--- src/rtl/rnc_pkg.sv ---
// Shared types, constants and helpers of the RTP NACK retransmit cache.
// Used by every module in rtl/; depends on nothing else.
package rnc_pkg;

    localparam int SLOT_W           = 10;
    localparam int SLOTS            = 1 << SLOT_W;
    localparam int SEQ_W            = 16;
    localparam int LEN_W            = 12;
    localparam int CNT_W            = 32;
    localparam int MASK_BITS        = 16;
    localparam int PT_W             = 7;
    localparam int QUEUE_DEPTH      = 2;
    localparam int QUEUE_PTR_W      = $clog2(QUEUE_DEPTH);
    localparam int QUEUE_CNT_W      = $clog2(QUEUE_DEPTH + 1);
    localparam int CFG_IDX_W        = 3;
    localparam int CFG_DATA_W       = 32;

    localparam logic [LEN_W-1:0] MAX_PACKET_BYTES = LEN_W'(1316);

    localparam logic [1:0] FB_TRANSPORT = 2'd1;
    localparam logic [1:0] FB_PSFB      = 2'd2;

    localparam logic [4:0] NACK_FMT = 5'd1;
    localparam logic [4:0] PLI_FMT  = 5'd1;
    localparam logic [4:0] FIR_FMT  = 5'd4;

    localparam logic [CFG_IDX_W-1:0] CFG_RING_ENABLE   = 3'd0;
    localparam logic [CFG_IDX_W-1:0] CFG_RING_SIZE     = 3'd1;
    localparam logic [CFG_IDX_W-1:0] CFG_VIDEO_SSRC    = 3'd2;
    localparam logic [CFG_IDX_W-1:0] CFG_VIDEO_PT      = 3'd3;
    localparam logic [CFG_IDX_W-1:0] CFG_KEYFRAME_EN   = 3'd4;

    localparam logic [PT_W-1:0] VIDEO_PT_RESET = 7'd96;

    typedef enum logic [1:0] {
        KIND_SEND     = 2'd0,
        KIND_RESEND   = 2'd1,
        KIND_KEYFRAME = 2'd2
    } t_kind;

    typedef enum logic [1:0] {
        OP_SEND     = 2'd0,
        OP_NACK     = 2'd1,
        OP_KEYFRAME = 2'd2
    } t_op;

    typedef enum logic [1:0] {
        BS_IDLE  = 2'd0,
        BS_READ  = 2'd1,
        BS_CMP   = 2'd2,
        BS_FLUSH = 2'd3
    } t_bstate;

    typedef struct packed {
        logic             action;
        logic             protect_ok;
        logic [7:0]       marker_and_type;
        logic [SEQ_W-1:0] sequence_number;
        logic [LEN_W-1:0] packet_length;
        logic [1:0]       fb_kind;
        logic [4:0]       fb_format;
        logic             fb_complete;
        logic [31:0]      media_ssrc;
        logic [SEQ_W-1:0] lost_base;
        logic [15:0]      lost_mask;
    } t_in_item;

    typedef struct packed {
        t_kind             kind;
        logic [SLOT_W-1:0] slot_index;
        logic [SEQ_W-1:0]  seq_out;
        logic [LEN_W-1:0]  length_out;
        logic [CNT_W-1:0]  retransmit_total;
        logic              last;
    } t_out_item;

    typedef struct packed {
        logic              ring_en;
        logic [SLOT_W-1:0] slot_mask;
        logic [31:0]       video_ssrc;
        logic [PT_W-1:0]   video_pt;
        logic              keyframe_en;
    } t_cfg;

    typedef struct packed {
        t_op                  op;
        logic                 cache;
        logic [SLOT_W-1:0]    slot;
        logic [SEQ_W-1:0]     seq;
        logic [LEN_W-1:0]     len;
        logic [MASK_BITS-1:0] mask;
    } t_cmd;

    typedef struct packed {
        logic [SEQ_W-1:0] seq;
        logic [LEN_W-1:0] len;
    } t_tag;

    function automatic logic [SLOT_W-1:0] slot_mask(input logic [3:0] size_log2);
        logic [3:0] eff;
        eff = (size_log2 > 4'(SLOT_W)) ? 4'(SLOT_W) : size_log2;
        return ~({SLOT_W{1'b1}} << eff);
    endfunction

endpackage

--- src/rtl/rnc_front.sv ---
// Input classifier: decides drop, send, NACK or keyframe request per transaction.
// Depends on rnc_pkg; feeds rnc_cmd_queue.
module rnc_front (
    input  rnc_pkg::t_cfg     i_cfg,
    input  logic              i_in_valid,
    input  rnc_pkg::t_in_item i_in_data,
    input  logic              i_hold,
    output logic              o_in_stall,
    output logic              o_push,
    output rnc_pkg::t_cmd     o_cmd
);

    logic w_keep;
    logic w_cache;

    assign o_in_stall = i_hold;
    assign o_push     = i_in_valid && !i_hold && w_keep;

    assign w_cache = i_cfg.ring_en &&
                     (i_in_data.marker_and_type[rnc_pkg::PT_W-1:0] == i_cfg.video_pt) &&
                     (i_in_data.packet_length <= rnc_pkg::MAX_PACKET_BYTES);

    always_comb begin
        w_keep      = 1'b0;
        o_cmd.op    = rnc_pkg::OP_SEND;
        o_cmd.cache = 1'b0;
        o_cmd.slot  = '0;
        o_cmd.seq   = i_in_data.sequence_number;
        o_cmd.len   = i_in_data.packet_length;
        o_cmd.mask  = i_in_data.lost_mask;
        if (!i_in_data.action) begin
            w_keep      = i_in_data.protect_ok;
            o_cmd.cache = w_cache;
            if (w_cache) begin
                o_cmd.slot = i_in_data.sequence_number[rnc_pkg::SLOT_W-1:0] & i_cfg.slot_mask;
            end
        end else if (i_in_data.fb_kind == rnc_pkg::FB_PSFB) begin
            o_cmd.op = rnc_pkg::OP_KEYFRAME;
            w_keep   = i_cfg.keyframe_en &&
                       ((i_in_data.fb_format == rnc_pkg::PLI_FMT) ||
                        (i_in_data.fb_format == rnc_pkg::FIR_FMT));
        end else begin
            o_cmd.op  = rnc_pkg::OP_NACK;
            o_cmd.seq = i_in_data.lost_base;
            w_keep    = (i_in_data.fb_kind == rnc_pkg::FB_TRANSPORT) &&
                        (i_in_data.fb_format == rnc_pkg::NACK_FMT) &&
                        i_in_data.fb_complete &&
                        (i_in_data.media_ssrc == i_cfg.video_ssrc) &&
                        i_cfg.ring_en;
        end
    end

endmodule

--- config.mk ---
export PLATFORM = sky130hd
export DESIGN_NAME = rnc_front
export DESIGN_NICKNAME = d
export VERILOG_FILES = /design/src/rtl/rnc_pkg.sv /design/src/rtl/rnc_front.sv
export SDC_FILE = /design/constraint.sdc
export NUM_CORES = 1
export LEC_CHECK = 0
export ABC_CLOCK_PERIOD_IN_PS = 2600
export BUFFER_PORTS_ARGS = -buffer_cell sky130_fd_sc_hd__buf_2
export CORE_AREA = 2 2 85 87
export DETAILED_ROUTE_END_ITERATION = 6
export DIE_AREA = 0 0 87 89
export PLACE_DENSITY = 0.57
export SLEW_MARGIN = 20
export SYNTH_ARGS = -nofsm -noshare
export SYNTH_HDL_FRONTEND = slang
export SYNTH_SLANG_ARGS = --single-unit
--- constraint.sdc ---
create_clock -name vclk -period 2.6
set_input_delay 0.52 -clock vclk [all_inputs]
set_output_delay 0.52 -clock vclk [all_outputs]
set_load 0.02 [all_outputs]
== Word level (Yosys, flattened, before mapping) ==
Cells that the tools add are included.

* Output and inout bits: 59
* Bits of input ports: 163
* Word-level logic and storage cells: 27
* Flip-flop bits (word level): 0

* Order comparisons: 1
* Reduce and logical (&&, ||, !) cells: 11
* Eq/ne operators: 6
* Multiplexer cells: 8
* Bitwise logic cells: 1

{| class="wikitable"
|+ Operator list
! cell !! number
|-
| == test 32 bit || 1
|-
| 2-to-1 mux 16 bit || 2
|-
| less-or-equal comparator 12 x 11 -> 1 bit (second input constant) || 1
|-
| 2-to-1 mux 11 bit || 1
|-
| AND 10 bit || 1
|-
| 2-to-1 mux 10 bit || 1
|-
| logical AND 1 bit || 9
|-
| == test 7 bit || 1
|-
| == test 5 x 1 -> 1 bit (second input constant) || 1
|-
| == test 5 x 3 -> 1 bit (second input constant) || 1
|-
| 2-to-1 mux 2 bit || 2
|-
| == test 2 x 1 -> 1 bit (second input constant) || 1
|-
| == test 2 bit (second input constant) || 1
|-
| 2-to-1 mux 1 bit || 2
|-
| logical NOT 1 bit || 1
|-
| logical OR 1 bit || 1
|}

== Longest topological paths before layout ==
* Depth after elaboration: 8
* Depth in mapped cells: 6
* Mapped depth without buffers: 5

== Worst setup path after synthesis ==
OpenSTA, ideal clock, no wires.

* Path kind: in2out
* From: input port i_cfg[31] in the netlist's numbering
* To: output port o_push
* Arrival time: 2,115 ps
* Buffers on the path: 0
* Data required time: 2,080 ps
* Path slack: -35 ps
* Cell stages on the path: 5
* Cell sequence: xnor2_1 -> nand4_1 -> or4_1 -> or4_1 -> a21oi_1

* Word-level cells in the longest chain between the ends: 6

{| class="wikitable"
|+ Ends and longest elaborated chain
! element !! line !! source
|-
| start: declaration || rnc_front.sv:4 || <nowiki>input rnc_pkg::t_cfg i_cfg,</nowiki>
|-
| == test 32 bit || rnc_front.sv:48 || <nowiki>(i_in_data.media_ssrc == i_cfg.video_ssrc) &&</nowiki>
|-
| logical AND 1 bit || rnc_front.sv:47 || <nowiki>i_in_data.fb_complete &&</nowiki>
|-
| logical AND 1 bit || rnc_front.sv:48 ||
|-
| 2-to-1 mux 1 bit || rnc_front.sv:37 || <nowiki>end else if (i_in_data.fb_kind == rnc_pkg::FB_PSFB) begin</nowiki>
|-
| 2-to-1 mux 1 bit || rnc_front.sv:31 || <nowiki>if (!i_in_data.action) begin</nowiki>
|-
| logical AND 1 bit || rnc_front.sv:17 || <nowiki>assign o_push = i_in_valid && !i_hold && w_keep;</nowiki>
|-
| end: declaration || rnc_front.sv:9 || <nowiki>output logic o_push,</nowiki>
|}

No other way between the ends.

== Worst setup path in the final report ==
* From: input port i_in_data[39] in the netlist's numbering
* To: output port o_push

* Word-level cells in the longest chain between the ends: 6

{| class="wikitable"
|+ Ends and longest elaborated chain
! element !! line !! source
|-
| start: declaration || rnc_front.sv:6 || <nowiki>input rnc_pkg::t_in_item i_in_data,</nowiki>
|-
| == test 32 bit || rnc_front.sv:48 ||
|-
| logical AND 1 bit || rnc_front.sv:47 ||
|-
| logical AND 1 bit || rnc_front.sv:48 ||
|-
| 2-to-1 mux 1 bit || rnc_front.sv:37 ||
|-
| 2-to-1 mux 1 bit || rnc_front.sv:31 ||
|-
| logical AND 1 bit || rnc_front.sv:17 ||
|}

No other way between the ends.

==> flow_summary.json <==
{
  "status": "finished, violations left",
  "violations": "setup timing",
  "synthXorXnorAreaFrac": 0.335,
  "critical_path.startpoint_type": "input pin",
  "grt_antenna_before_repair": 0,
  "final.fill_count": 761,
  "wl_um": 4600,
  "endpoint_kind": "primary output",
  "hp-start": "i_in_data[12]",
  "vias": 1522,
  "multi_input_area_um2": 843,
  "yosys_warnings": 0,
  "ios": 222,
  "dieArea_um2": 7740,
  "min_path_cells": 0,
  "slowest_stage": "or4_1",
  "viasPerCell": 3.95,
  "overflow": 0,
  "route.detailed.drc": 0,
  "place_area_um2": 1900,
  "fmax_mhz": 380,
  "synth_fa_ha_area_frac": 0,
  "worst_path_dominant_cell_family": "simple AND/OR/NAND/NOR gates",
  "synth_top_area_share": 0.208,
  "grt_pass1_vias": 1369,
  "synthMuxAreaShare": 0.172,
  "worstSetupPathType": "in2out",
  "grt_max_degree": 16,
  "utilization": 0.295,
  "die_x_um": 87,
  "nFlopsAndLatches": 0,
  "core-area_um2": 6720,
  "synth-compound-area-share": 0.0275,
  "crit_required_ps": 2080,
  "grt_usage": 0.0993,
  "syn_inst": 143,
  "syn_nets": 306,
  "setup_viol": 1,
  "yosys-top-cells-area": "buf_4, xor2_1, mux2_2, xnor2_1, nor3_1",
  "cpMostUsedCell": "buf_6",
  "slew_headroom": 0.674,
  "drive_above_1_share": 0.708,
  "cap_viol_max_count": 0,
  "syn-mean-instance-area_um2": 7.31,
  "wl_per_cell_um": 12.0,
  "gp_congestion": 0.712,
  "whs_ps": 1040,
  "regArea_um2": 0,
  "whs_endpoint": "o_cmd[12]",
  "path_max_fanout": 1,
  "layout_commonest_cell": "buf_2",
  "num-clock-buffers": 0,
  "rows": 30,
  "worstPathCellList": "buf_6, xnor2_1, nand4_1, or4_1, or4_4, a21oi_2, buf_6",
  "post-route-period-util": 1.01,
  "synth_top_area_cell": "buf_4",
  "netlist_area_um2": 1040,
  "synth_seq_area_share": 0,
  "drtIter0Drc": 35,
  "io_buffers": 189,
  "grt_first_pass_wirelength_um": 6280,
  "final_cell_mix": "buf_2, xor2_1, mux2_2",
  "p_leak_uw": 0.00109,
  "finalNetCount": 470,
  "final_antenna_net_count": 0,
  "stdcell_area_um2": 1980,
  "start_util": 0.155,
  "slew_violations": 0,
  "synth_top_family_by_area": "XOR/XNOR gates",
  "yosys.area_share.simple": 0.238,
  "power_density_nw_per_um2": 162,
  "hold_path_class": "in2out",
  "critPathBufInv": 2,
  "ys_types": 20,
  "finalCriticalPeriod_ps": 2630,
  "rsz0062_at_grt": "true",
  "hpwl_um": 4260,
  "pre_cts_ws_ps": -254,
  "setup_slack_ps": -28.9,
  "fp.dieH_um": 89,
  "num_antenna_cells": 0,
  "cp_data_arrival_time_ps": 2110,
  "dr.pass1.iters": 4,
  "hold_buffers": 0,
  "max-vdd-ir-drop_v": 0.0000868,
  "worstMarginPinSlew_ps": 489,
  "finalHoldViolCount": 0,
  "power_uw": 321,
  "area_delta_synth_final_pct": 89.9,
  "cpPeakStageDelay_ps": 520
}
-- where the power goes --
part	internal (uW)	switching (uW)
clock network	0	0
logic	172	149
registers	0	0
total	172	149
-- worst max-delay path by stage --
stage,from,to,slack [ps],depth (start not counted)
6_report,i_in_data[39],o_push,-30,7
5_1_grt,i_in_data[49],o_push,-100,8
4_1_cts,i_in_data[49],o_push,-40,8
3_5_place_dp,i_in_data[66],o_push,-250,7
3_3_place_gp,i_in_data[66],o_push,-240,7
2_1_floorplan,i_cfg[31],o_push,50,5
-- layout make-up --
| type | count | share of cell area |
|---|---|---|
| tap | 80 | 0.0504 |
| inverter | 2 | 0.00378 |
| multi-input combinational | 109 | 0.425 |
| timing repair buffer | 194 | 0.521 |
-- synthesized netlist by cell type (all sizes together) --
cell type  number
inv             2
or4             2
nand3b          1
nand4b          2
xor2           24
nand2          12
nor2            5
a2111oi         1
mux2           16
nand3           3
nor4            4
clkbuf          3
buf            29
nor4b           1
a21oi           2
nand4           4
nand2b          1
o21ai           2
xnor2          16
nor3           13
-- what timing repair did --
action / 4_1_cts / 5_1_grt
setup buffers: 1 / 0
gates cloned: 0 / 0
pin swaps: 12 / 1
setup endpoints to repair: 1 / 11
gates resized for setup: 13 / 3
-- through the flow --
| step | TNS (ps) | cells |
|---|---|---|
| 2_1_floorplan | 0 | 143 |
| 3_3_place_gp | -245 | 384 |
| 3_5_place_dp | -254 | 384 |
| 4_1_cts | -35.3 | 385 |
| 5_1_grt | -101 | 385 |
| 6_report | -28.9 | 385 |
-- kinds of logic after synthesis --
kind of cell	Yosys count
compound gates	5
xor+xnor	40
buf+inv	34
mux	16
simple gates	48
-- routing by layer --
metal	routed length, um	GRT usage	share of wire	up-vias
li1	-	-	-	788
met5	0	0	0	-
met1	1840	0.130	0.40	656
met2	2420	0.184	0.53	76
met3	327	0.00923	0.071	2
met4	12	0.00568	0.0026	0
Power figures use the tool's default switching activity.
