### src/rtl/rnc_pkg.sv
// Shared types, constants and helpers of the RTP NACK retransmit cache.
// Used by every module in rtl/; depends on nothing else.
package rnc_pkg;

    localparam int SLOT_W           = 10;
    localparam int SLOTS            = 1 << SLOT_W;
    localparam int SEQ_W            = 16;
    localparam int LEN_W            = 12;
    localparam int CNT_W            = 32;
    localparam int MASK_BITS        = 16;
    localparam int PT_W             = 7;
    localparam int QUEUE_DEPTH      = 2;
    localparam int QUEUE_PTR_W      = $clog2(QUEUE_DEPTH);
    localparam int QUEUE_CNT_W      = $clog2(QUEUE_DEPTH + 1);
    localparam int CFG_IDX_W        = 3;
    localparam int CFG_DATA_W       = 32;

    localparam logic [LEN_W-1:0] MAX_PACKET_BYTES = LEN_W'(1316);

    localparam logic [1:0] FB_TRANSPORT = 2'd1;
    localparam logic [1:0] FB_PSFB      = 2'd2;

    localparam logic [4:0] NACK_FMT = 5'd1;
    localparam logic [4:0] PLI_FMT  = 5'd1;
    localparam logic [4:0] FIR_FMT  = 5'd4;

    localparam logic [CFG_IDX_W-1:0] CFG_RING_ENABLE   = 3'd0;
    localparam logic [CFG_IDX_W-1:0] CFG_RING_SIZE     = 3'd1;
    localparam logic [CFG_IDX_W-1:0] CFG_VIDEO_SSRC    = 3'd2;
    localparam logic [CFG_IDX_W-1:0] CFG_VIDEO_PT      = 3'd3;
    localparam logic [CFG_IDX_W-1:0] CFG_KEYFRAME_EN   = 3'd4;

    localparam logic [PT_W-1:0] VIDEO_PT_RESET = 7'd96;

    typedef enum logic [1:0] {
        KIND_SEND     = 2'd0,
        KIND_RESEND   = 2'd1,
        KIND_KEYFRAME = 2'd2
    } t_kind;

    typedef enum logic [1:0] {
        OP_SEND     = 2'd0,
        OP_NACK     = 2'd1,
        OP_KEYFRAME = 2'd2
    } t_op;

    typedef enum logic [1:0] {
        BS_IDLE  = 2'd0,
        BS_READ  = 2'd1,
        BS_CMP   = 2'd2,
        BS_FLUSH = 2'd3
    } t_bstate;

    typedef struct packed {
        logic             action;
        logic             protect_ok;
        logic [7:0]       marker_and_type;
        logic [SEQ_W-1:0] sequence_number;
        logic [LEN_W-1:0] packet_length;
        logic [1:0]       fb_kind;
        logic [4:0]       fb_format;
        logic             fb_complete;
        logic [31:0]      media_ssrc;
        logic [SEQ_W-1:0] lost_base;
        logic [15:0]      lost_mask;
    } t_in_item;

    typedef struct packed {
        t_kind             kind;
        logic [SLOT_W-1:0] slot_index;
        logic [SEQ_W-1:0]  seq_out;
        logic [LEN_W-1:0]  length_out;
        logic [CNT_W-1:0]  retransmit_total;
        logic              last;
    } t_out_item;

    typedef struct packed {
        logic              ring_en;
        logic [SLOT_W-1:0] slot_mask;
        logic [31:0]       video_ssrc;
        logic [PT_W-1:0]   video_pt;
        logic              keyframe_en;
    } t_cfg;

    typedef struct packed {
        t_op                  op;
        logic                 cache;
        logic [SLOT_W-1:0]    slot;
        logic [SEQ_W-1:0]     seq;
        logic [LEN_W-1:0]     len;
        logic [MASK_BITS-1:0] mask;
    } t_cmd;

    typedef struct packed {
        logic [SEQ_W-1:0] seq;
        logic [LEN_W-1:0] len;
    } t_tag;

    function automatic logic [SLOT_W-1:0] slot_mask(input logic [3:0] size_log2);
        logic [3:0] eff;
        eff = (size_log2 > 4'(SLOT_W)) ? 4'(SLOT_W) : size_log2;
        return ~({SLOT_W{1'b1}} << eff);
    endfunction

endpackage

### src/rtl/rnc_cmd_queue.sv
// Two-entry command queue between the classifier and the executor.
// Depends on rnc_pkg.
module rnc_cmd_queue (
    input  logic          i_clk,
    input  logic          i_rst_n,
    input  logic          i_push,
    input  rnc_pkg::t_cmd i_push_cmd,
    output logic          o_full,
    input  logic          i_pop,
    output logic          o_valid,
    output rnc_pkg::t_cmd o_cmd
);

    rnc_pkg::t_cmd                       r_entry [rnc_pkg::QUEUE_DEPTH];
    logic [rnc_pkg::QUEUE_PTR_W-1:0]     r_wr_ptr;
    logic [rnc_pkg::QUEUE_PTR_W-1:0]     r_rd_ptr;
    logic [rnc_pkg::QUEUE_CNT_W-1:0]     r_count;
    logic [rnc_pkg::QUEUE_PTR_W-1:0]     n_wr_ptr;
    logic [rnc_pkg::QUEUE_PTR_W-1:0]     n_rd_ptr;
    logic [rnc_pkg::QUEUE_CNT_W-1:0]     n_count;
    logic                                w_push;
    logic                                w_pop;

    assign o_full  = (r_count == rnc_pkg::QUEUE_CNT_W'(rnc_pkg::QUEUE_DEPTH));
    assign o_valid = (r_count != '0);
    assign o_cmd   = r_entry[r_rd_ptr];
    assign w_push  = i_push && !o_full;
    assign w_pop   = i_pop && o_valid;

    always_comb begin
        n_wr_ptr = r_wr_ptr;
        n_rd_ptr = r_rd_ptr;
        n_count  = r_count;
        if (w_push) begin
            n_wr_ptr = (r_wr_ptr == rnc_pkg::QUEUE_PTR_W'(rnc_pkg::QUEUE_DEPTH - 1)) ?
                       '0 : r_wr_ptr + 1'b1;
        end
        if (w_pop) begin
            n_rd_ptr = (r_rd_ptr == rnc_pkg::QUEUE_PTR_W'(rnc_pkg::QUEUE_DEPTH - 1)) ?
                       '0 : r_rd_ptr + 1'b1;
        end
        if (w_push && !w_pop) begin
            n_count = r_count + 1'b1;
        end else if (!w_push && w_pop) begin
            n_count = r_count - 1'b1;
        end
    end

    always_ff @(posedge i_clk) begin
        if (!i_rst_n) begin
            r_wr_ptr <= '0;
            r_rd_ptr <= '0;
            r_count  <= '0;
        end else begin
            r_wr_ptr <= n_wr_ptr;
            r_rd_ptr <= n_rd_ptr;
            r_count  <= n_count;
        end
    end

    always_ff @(posedge i_clk) begin
        if (w_push) begin
            r_entry[r_wr_ptr] <= i_push_cmd;
        end
    end

endmodule

### config.mk
export PLATFORM = sky130hd
export DESIGN_NAME = rnc_cmd_queue
export DESIGN_NICKNAME = d
export VERILOG_FILES = /design/src/rtl/rnc_pkg.sv /design/src/rtl/rnc_cmd_queue.sv
export SDC_FILE = /design/constraint.sdc
export NUM_CORES = 1
export LEC_CHECK = 0
export ABC_AREA = 1
export ABC_CLOCK_PERIOD_IN_PS = 4300
export BUFFER_PORTS_ARGS = -buffer_cell sky130_fd_sc_hd__buf_2
export CORE_ASPECT_RATIO = 0.7
export CORE_UTILIZATION = 52
export DETAILED_ROUTE_END_ITERATION = 10
export PLACE_DENSITY = 0.79
export SETUP_SLACK_MARGIN = 0.02
export SYNTH_ARGS = -nofsm -noshare
export SYNTH_HDL_FRONTEND = slang
export SYNTH_SLANG_ARGS = --single-unit
### constraint.sdc
create_clock -name i_clk -period 4.3 [get_ports i_clk]
set_input_delay 0.86 -clock i_clk [delete_from_list [all_inputs] [get_ports i_clk]]
set_output_delay 0.86 -clock i_clk [all_outputs]
set_load 0.01 [all_outputs]
== After elaboration in Yosys (flattened, before gate mapping) ==
Memory sizes are Yosys's and may differ from the RTL's. A register that Yosys moved wholly into a read port is not among the register bits.
Cells that the tools add are included.

* Register bits after elaboration: 4
* Input bits: 61
* Memories kept: 1
* Output and inout bits: 59
* Logic and storage cells: 26
* Bits in writable memories: 114

* Add/subtract/negate cells: 4
* Reduce and logical (&&, ||, !) cells: 9
* Equality and inequality tests: 1
* Multiplexer cells: 8

{| class="wikitable"
|+ Memory list
! memory !! depth !! width !! read ports !! clocked after memory_dff !! write ports !! RTL line !! RTL
|-
| r_entry || 2 || 57 || 1 || 1 || 1 || rnc_cmd_queue.sv:14 || <nowiki>rnc_pkg::t_cmd r_entry [rnc_pkg::QUEUE_DEPTH];</nowiki>
|}

{| class="wikitable"
|+ Operators by type and width
! kind !! count
|-
| 2-to-1 mux 1 bit || 6
|-
| logical AND 1 bit || 4
|-
| 2-to-1 mux 2 bit || 2
|-
| nonzero test 2 bit || 2
|-
| zero test 1 bit || 3
|-
| adder 1 bit, second input constant || 2
|-
| adder 2 x 1 -> 2 bit, second input constant || 1
|-
| equality test 2 bit, second input constant || 1
|-
| subtractor 2 x 1 -> 2 bit, second input constant || 1
|}

== Logic depth before layout (Yosys ltp) ==
Gate-level depths: netlist of the first run.

* Depth in word-level cells: 7
* Depth in mapped cells: 10
* Depth with buffers taken out: 10

== Least setup slack after synthesis of the first run ==
OpenSTA, ideal clock, no wires.

* Path type: in2reg
* Start point: input i_push
* End point: memory r_entry[0][0] (netlist name) (enable)
* Stages on the path: 2
* Library setup time: 0.472 ns
* Buffers on the path: 0
* Slack: 0.515 ns
* Data required time: 3.828 ns
* Arrival time: 3.314 ns
* Path through: o21ai_2 -> nor2_1

* Cells in the longest elaborated chain, start to end: 3

{| class="wikitable"
|+ Ends and longest elaborated chain
! element !! RTL line !! RTL
|-
| start: declaration || rnc_cmd_queue.sv:6 || <nowiki>input logic i_push,</nowiki>
|-
| logical AND 1 bit || rnc_cmd_queue.sv:27 || <nowiki>assign w_push = i_push && !o_full;</nowiki>
|-
| 2-to-1 mux 1 bit || rnc_cmd_queue.sv:62 || <nowiki>if (w_push) begin</nowiki>
|-
| 2-to-1 mux 1 bit (not written as such) || rnc_cmd_queue.sv:63 || <nowiki>r_entry[r_wr_ptr] <= i_push_cmd;</nowiki>
|-
| end: declaration || rnc_cmd_queue.sv:14 ||
|}

Every way passes these cells.

==> metrics, run 1 <==
period utilization between 60 and 70%; clock sinks 119; total CTS buffers 17; Switching Fraction between 20% and 30%; slew at the pin with the worst max-slew slack just over 0.9 ns; Via density between 5 and 6; maximum VDD drop 384 µV; max-cap violation count 0; CTS H-tree lvls 4; Residual DRC 0; Clock Latency Late Sink 0.40 ns; Unique masters post-synth 16; pin count of the biggest net entering global routing 58; GPL Wtd Cong 0.751; Post CTS Setup Buffer Count 0; GRT Overall Usage between 10% and 20%; CP Cell Sequence mux2_2, buf_2; row cnt 27; placed instance count 432; Hold Crit Start r_rd_ptr; final global-route overflow total 0; Synth Flop Type edfxtp_1; Die ar. about 9000 µm²; Setup TNS Final 0 ns; EDFF count, synth between 100 and 150; I/O Buffers around 120; initial antenna violation count 1; FFs w/ async S/R, synth 0%; slowest stage delay, CP 0.93 ns; WHS Endpoint r_rd_ptr; TritonCTS clock tree done; pwr dens a little over 600 nW/µm²; die width 113 µm; core region area about 8000 µm²; crit start category flop; DR vias between 2000 and 2500; WS Path Type reg2out; wirelength, routed between 7000 and 8000 µm; RSZ-0062 raised after global routing false; sequential power share between 40% and 50%; CP max-delay cell dfxtp_4; dpl ws between 1.5 and 2 ns; cell area after synthesis ~4500 µm²; Area growth syn-to-layout 27.4%; FF-to-FF Start r_count[0]; cts hold-fix bufs 0; Leak 2.25 nW; Combinational Power Share approximately 20%; Slew Limit Fails 0; CP Capture Type output pin; post-route insts no fill between 400 and 500; Cells after Synth roughly 210; Reg-to-Reg End r_entry[1][41]; CP Depth 2; Critical Path AT between 1.5 and 2 ns; most frequent cells in the layout 119 x buf_2, 114 x edfxtp_1, 30 x mux2_4; vias in the first global route 2249; HP Class reg2reg; sw power 0.887 mW; hold path depth 2; Seq/Total Area, Yosys 78.7%; clk_skew around 0.0066 ns; nets 412; post-route ant nets 0; Starting Density 55.2%; crit-path max FO 57; drt first-iter violations 96; layout cells sized above 1 ~57%; Routed wire per std cell 16.6 µm; R2R setup slack approximately 2.3 ns; cell family with most CP delay flip-flops; Worst EP required roughly 3.4 ns; overall die height roughly 80 µm; # resized after CTS 0; DRT Pass-1 Iters 4; worst hold slack 0.527 ns; Clock power frac between 30% and 40%; final hold viol count 0; Setup WS post-layout ~1.5 ns; P_int 2.62 mW; # IOs between 100 and 150; Final Setup Violations 0; r2r worst-path depth 3; final critical-path required period about 2.8 ns; CP Buf/Inv Count 1; Reg clk slew, reported paths approximately 0.050 ns; Syn Area/Cell between 20 and 25 µm²; outcome complete, no violations; first-pass GRT wire length 11500 µm; HPWL after detailed placement 5030 µm; max_slew headroom 38.8%; CTS root buf clkbuf_16; Peak Freq between 300 and 400 MHz; Max Buffers Root-to-Sink 2; Synth Register Bits between 100 and 150; Finished Core Util 70.4%; syn_nets about 280; commonest non-fill, non-tap cell in the layout buf_2; Yosys warnings 0
## cell usage after synthesis (all sizes together), types with 3 or more instances
library cell	number	share of area, %
nor2	9	0.75
buf	6	1.2
nand2	7	0.59
edfxtp	114	76
dfxtp	5	2.2
mux2	57	17
o21ai	3	0.42
inv	8	0.67
## routing by layer
layer | GRT usage, % | up-vias | share of wire (%)
met5 | 0 | - | 0
met4 | 7.50 | 0 | 0.93
met3 | 7.37 | 8 | 7.7
met2 | 26.5 | 96 | 45
met1 | 23.7 | 1149 | 46
li1 | - | 1105 | -
## power by group through the flow
| stage | logic [mW] | clock network (mW) | registers, mW |
|---|---|---|---|
| after global routing | 0.758 | 1.29 | 1.60 |
| final | 0.706 | 1.22 | 1.58 |
| after floorplan | 0.526 | 0 | 1.54 |
| after global placement | 0.699 | 0 | 1.60 |
| after CTS | 0.715 | 1.24 | 1.59 |
| after detailed placement | 0.711 | 0 | 1.61 |
## state kept, by name (all words and copies together), names as in the netlist, named ones only
name / flops
r_entry: 114
r_rd_ptr: 1
r_count: 2
r_wr_ptr: 1
## worst register-to-register path, cell delays in order, from the launching register on
cell and delay, ns:
dfxtp_1 0.42, o21ai_2 0.16, nor2_4 0.67, buf_4 0.40
## area by class of cell
class                           instances  area [µm²]
Fill cell                             545        2400
Clock buffer                           25         455
Tap cell                              101         126
Sequential cell                       119        3530
Timing Repair Buffer                  123         626
Clock inverter                          6        52.6
Inverter                                8        30.0
Multi-Input combinational cell         81         885
Antenna cell                            1        2.50
## logic make-up (layout without fill, tap and decap cells)
family | after synthesis | count (layout) | share of synthesized area [%]
flip-flops | 119 | 119 | 78.7
AO/OA/AOI/OAI | 5 | 5 | 0.699
other | 0 | 1 | 0
multiplexers | 57 | 57 | 16.8
adder cells (fa/ha/maj) | 1 | 1 | 0.279
AND/OR/NAND/NOR | 18 | 18 | 1.59
buffers and inverters | 14 | 162 | 1.90
## through the flow
stage / area [µm²] / power (mW)
after floorplan: 4480 / 2.06
after global placement: 5190 / 2.30
after detailed placement: 5190 / 2.32
after CTS: 5700 / 3.55
after global routing: 5700 / 3.65
final: 5700 / 3.51
## worst max path at each step
stage | endpoint | slack [ns]
after floorplan | r_entry[0][0] | 0.51
after global placement | r_entry[1][5] | 1.85
after detailed placement | r_entry[0][11] | 1.82
after CTS | o_cmd[0] | 1.46
after global routing | o_cmd[0] | 1.40
final | o_cmd[0] | 1.48
Note: power is estimated with default switching activity, not from simulation.
==> run 2: changes to the inputs <==
--- a/config.mk
+++ b/config.mk
@@ -5,13 +5,13 @@
 export SDC_FILE = /design/constraint.sdc
 export NUM_CORES = 1
 export LEC_CHECK = 0
-export ABC_AREA = 1
-export ABC_CLOCK_PERIOD_IN_PS = 4300
+export ABC_AREA = 0
+export ABC_CLOCK_PERIOD_IN_PS = 2280
 export BUFFER_PORTS_ARGS = -buffer_cell sky130_fd_sc_hd__buf_2
 export CORE_ASPECT_RATIO = 0.7
-export CORE_UTILIZATION = 52
+export CORE_UTILIZATION = 47
 export DETAILED_ROUTE_END_ITERATION = 10
-export PLACE_DENSITY = 0.79
+export PLACE_DENSITY = 0.76
 export SETUP_SLACK_MARGIN = 0.02
 export SYNTH_ARGS = -nofsm -noshare
 export SYNTH_HDL_FRONTEND = slang
==> constraint.sdc (replaced) <==
create_clock -name i_clk -period 2.28 [get_ports i_clk]
set_input_delay 0.456 -clock i_clk [delete_from_list [all_inputs] [get_ports i_clk]]
set_output_delay 0.456 -clock i_clk [all_outputs]
set_load 0.01 [all_outputs]
==> metrics, run 2 <==
outcome complete, no violations (unchanged); commonest non-fill, non-tap cell in the layout buf_2 (unchanged); Worst setup endpoint o_cmd[10] (was o_cmd[0]); DR vias 2294 (was 2358); final critical-path required period 2.09 ns; total CTS buffers 17 (unchanged); crit start category flop (unchanged); DRT Pass-1 Iters 4 (unchanged); max-cap violation count 0 (unchanged); RSZ-0062 raised after global routing false (unchanged); initial antenna violation count 0 (was 1); vias in the first global route 2208 (was 2249); largest reg by FF count r_entry (unchanged); Syn Area/Cell 21.5 µm² (was 20.9 µm²); Area growth syn-to-layout 31.0% (was 27.4%); Regs by FF count r_entry: 114 flops, r_count: 2 flops (unchanged); HPWL after detailed placement 4760 µm (was 5030 µm); I/O Buffers 119 (unchanged); first-pass GRT wire length 10800 µm (was 11500 µm); Synth Flop Type edfxtp_1 (unchanged); maximum VDD drop 798 µV (was 384 µV); WS Path Type reg2out (unchanged); Max Buffers Root-to-Sink 2 (unchanged); GPL Wtd Cong 0.746 (was 0.751); pin count of the biggest net entering global routing 48 (was 58); r2r worst-path depth 6 (was 3); post-route ant nets 0 (unchanged); crit-path max FO 35 (was 57); Finished Core Util 65.4% (was 70.4%); FF-to-FF Start r_count[1] (was r_count[0]); cell taking the most area after synthesis edfxtp_1 (unchanged); Cells after Synth 202 (was 214); final instance area 5700 µm² (unchanged); syn_nets 264 (was 276); row cnt 28 (was 27); GRT Overall Usage 16.4% (was 17.9%); Routed wire per std cell 15.9 µm (was 16.6 µm); Yosys warnings 0 (unchanged); most common cell in the netlist edfxtp_1 (unchanged); HP Class in2reg (was reg2reg); ant diodes 0 (was 1); Slew Limit Fails 0 (unchanged); final global-route overflow total 0 (unchanged); Post CTS Setup Buffer Count 0 (unchanged); max reg flops 114 (unchanged); Synth Register Bits 119 (unchanged); Final Setup Violations 0 (unchanged); # IOs 120 (unchanged); Die ar. 9660 µm² (was 8990 µm²); Unique masters post-synth 24 (was 16); Synth area leaders edfxtp_1 79%, mux2_1 7.8%, mux2_2 7.0% (was edfxtp_1 76%, mux2_4 10%, mux2_2 6.8%); TritonCTS clock tree done (unchanged); Clock Latency Late Sink 0.39 ns (was 0.40 ns); Critical Path AT 1.63 ns (was 1.96 ns); drt first-iter violations 152 (was 96); CTS root buf clkbuf_16 (unchanged); wirelength, routed 7520 µm (was 7710 µm); die width 117 µm (was 113 µm); top cells by count, synth 114 x edfxtp_1, 30 x mux2_1, 27 x mux2_2, 5 x dfxtp_1 (was 114 x edfxtp_1, 30 x mux2_4, 27 x mux2_2, 9 x nor2_1, 8 x inv_1); Reg clk slew, reported paths 0.05 ns (about the same); period utilization around nine tenths; EDFF count, synth 114 (unchanged); nets 402 (was 412); clk_skew 0.00466 ns (was 0.00660 ns); most frequent cells in the layout 119 x buf_2, 114 x edfxtp_1, 30 x mux2_1 (was 119 x buf_2, 114 x edfxtp_1, 30 x mux2_4); worst hold slack 0.245 ns (was 0.527 ns); max_slew headroom 72.5% (was 38.8%); Overall Power 6.81 mW (was 3.51 mW); Yosys top cell area share 78.6% (was 76.4%); clock sinks 119 (unchanged); Via density 4.85 (was 5.08); R2R setup slack 0.77 ns (was 2.33 ns); final hold viol count 0 (unchanged); Seq/Total Area, Yosys 80.9% (was 78.7%); Worst EP required 1.82 ns (was 3.44 ns); FFs w/ async S/R, synth 0% (unchanged); Reg-to-Reg End r_count[1] (was r_entry[1][41]); cts hold-fix bufs 0 (unchanged); CP Capture Type output pin (unchanged); Leak 2.16 nW (was 2.25 nW); cell area after synthesis 4350 µm² (was 4480 µm²); slew at the pin with the worst max-slew slack 0.413 ns (was 0.918 ns); # resized after CTS 0 (unchanged); overall die height 82.5 µm (was 79.6 µm); layout cells sized above 1 53.0% (was 56.6%); CTS H-tree lvls 4 (unchanged); pwr dens 1190 nW/µm² (was 615 nW/µm²); core region area 8720 µm² (was 8110 µm²); Post-DP Area 5140 µm² (was 5190 µm²); Peak Freq 479 MHz; Residual DRC 0 (unchanged); final-layout fill cell count 598 (was 545); Starting Density 49.9% (was 55.2%)
==> run 2: changes by cell type after synthesis, moves of 2 or more <==
cell	delta
mux2_1	+30
mux2_4	-30
nor2_1	-8
inv_1	-7
nand2_1	-7
and2_1	+3
xnor2_1	+2
==> run 2: final cells by class <==
type	instances	area (µm²)	share of cell area (%)
Clock buffer	18	429	7.52
Timing Repair Buffer	125	666	11.7
Tap cell	120	150	2.63
Clock inverter	14	135	2.37
Sequential cell	119	3530	61.9
Multi-Input combinational cell	75	786	13.8
Inverter	2	10.0	0.175
==> run 2: metal layers <==
metal / global-route usage, % / vias to the layer above / routed length (µm) / part of all wire, %
met2: 26.0 / 84 / 3620 / 48
met3: 5.18 / 8 / 424 / 5.6
li1: - / 1080 / - / -
met4: 9.11 / 0 / 104 / 1.4
met5: 0 / - / 0 / 0
met1: 20.1 / 1122 / 3370 / 45
==> run 2: logic make-up (layout without fill, tap and decap cells) <==
family	after synthesis	in the layout	synth area share (%)
flops	119	119	80.9
mux	57	57	14.7
simple gates	9	9	1.32
buf+inv	8	159	1.35
compound gates	5	5	0.747
xor+xnor	3	3	0.604
fa+ha+maj	1	1	0.287
==> run 2: critical path, cell delays in order, from the launching register on <==
cell and delay, ns:
dfxtp_4 0.45, buf_12 0.24, mux2_1 0.37, buf_2 0.15
==> run 2: how the worst min path moves through the flow <==
stage / from / end / slack (ns) / cells after the start
6_report: i_push_cmd[34] / r_entry[0][34] / 0.24 / 1
5_1_grt: i_push_cmd[21] / r_entry[0][21] / 0.23 / 1
4_1_cts: i_push_cmd[34] / r_entry[0][34] / 0.23 / 1
3_5_place_dp: r_count[1] / r_count[1] / 0.56 / 2
3_3_place_gp: r_count[1] / r_count[1] / 0.53 / 2
2_1_floorplan: r_count[1] / r_count[1] / 0.51 / 2
==> run 2: power by group <==
part,internal [mW],switching [mW]
logic,0.696,0.759
clock network,1.59,0.891
registers,2.76,0.116
total,5.04,1.77
==> run 2: through the flow <==
stage | std cells | setup WS (ns) | TNS, ns
after floorplan | 202 | -0.0977 | -5.57
after global placement | 441 | 0.504 | 0
after detailed placement | 441 | 0.499 | 0
after CTS | 473 | 0.0600 | 0
after global routing | 473 | 0.0961 | 0
final | 473 | 0.191 | 0
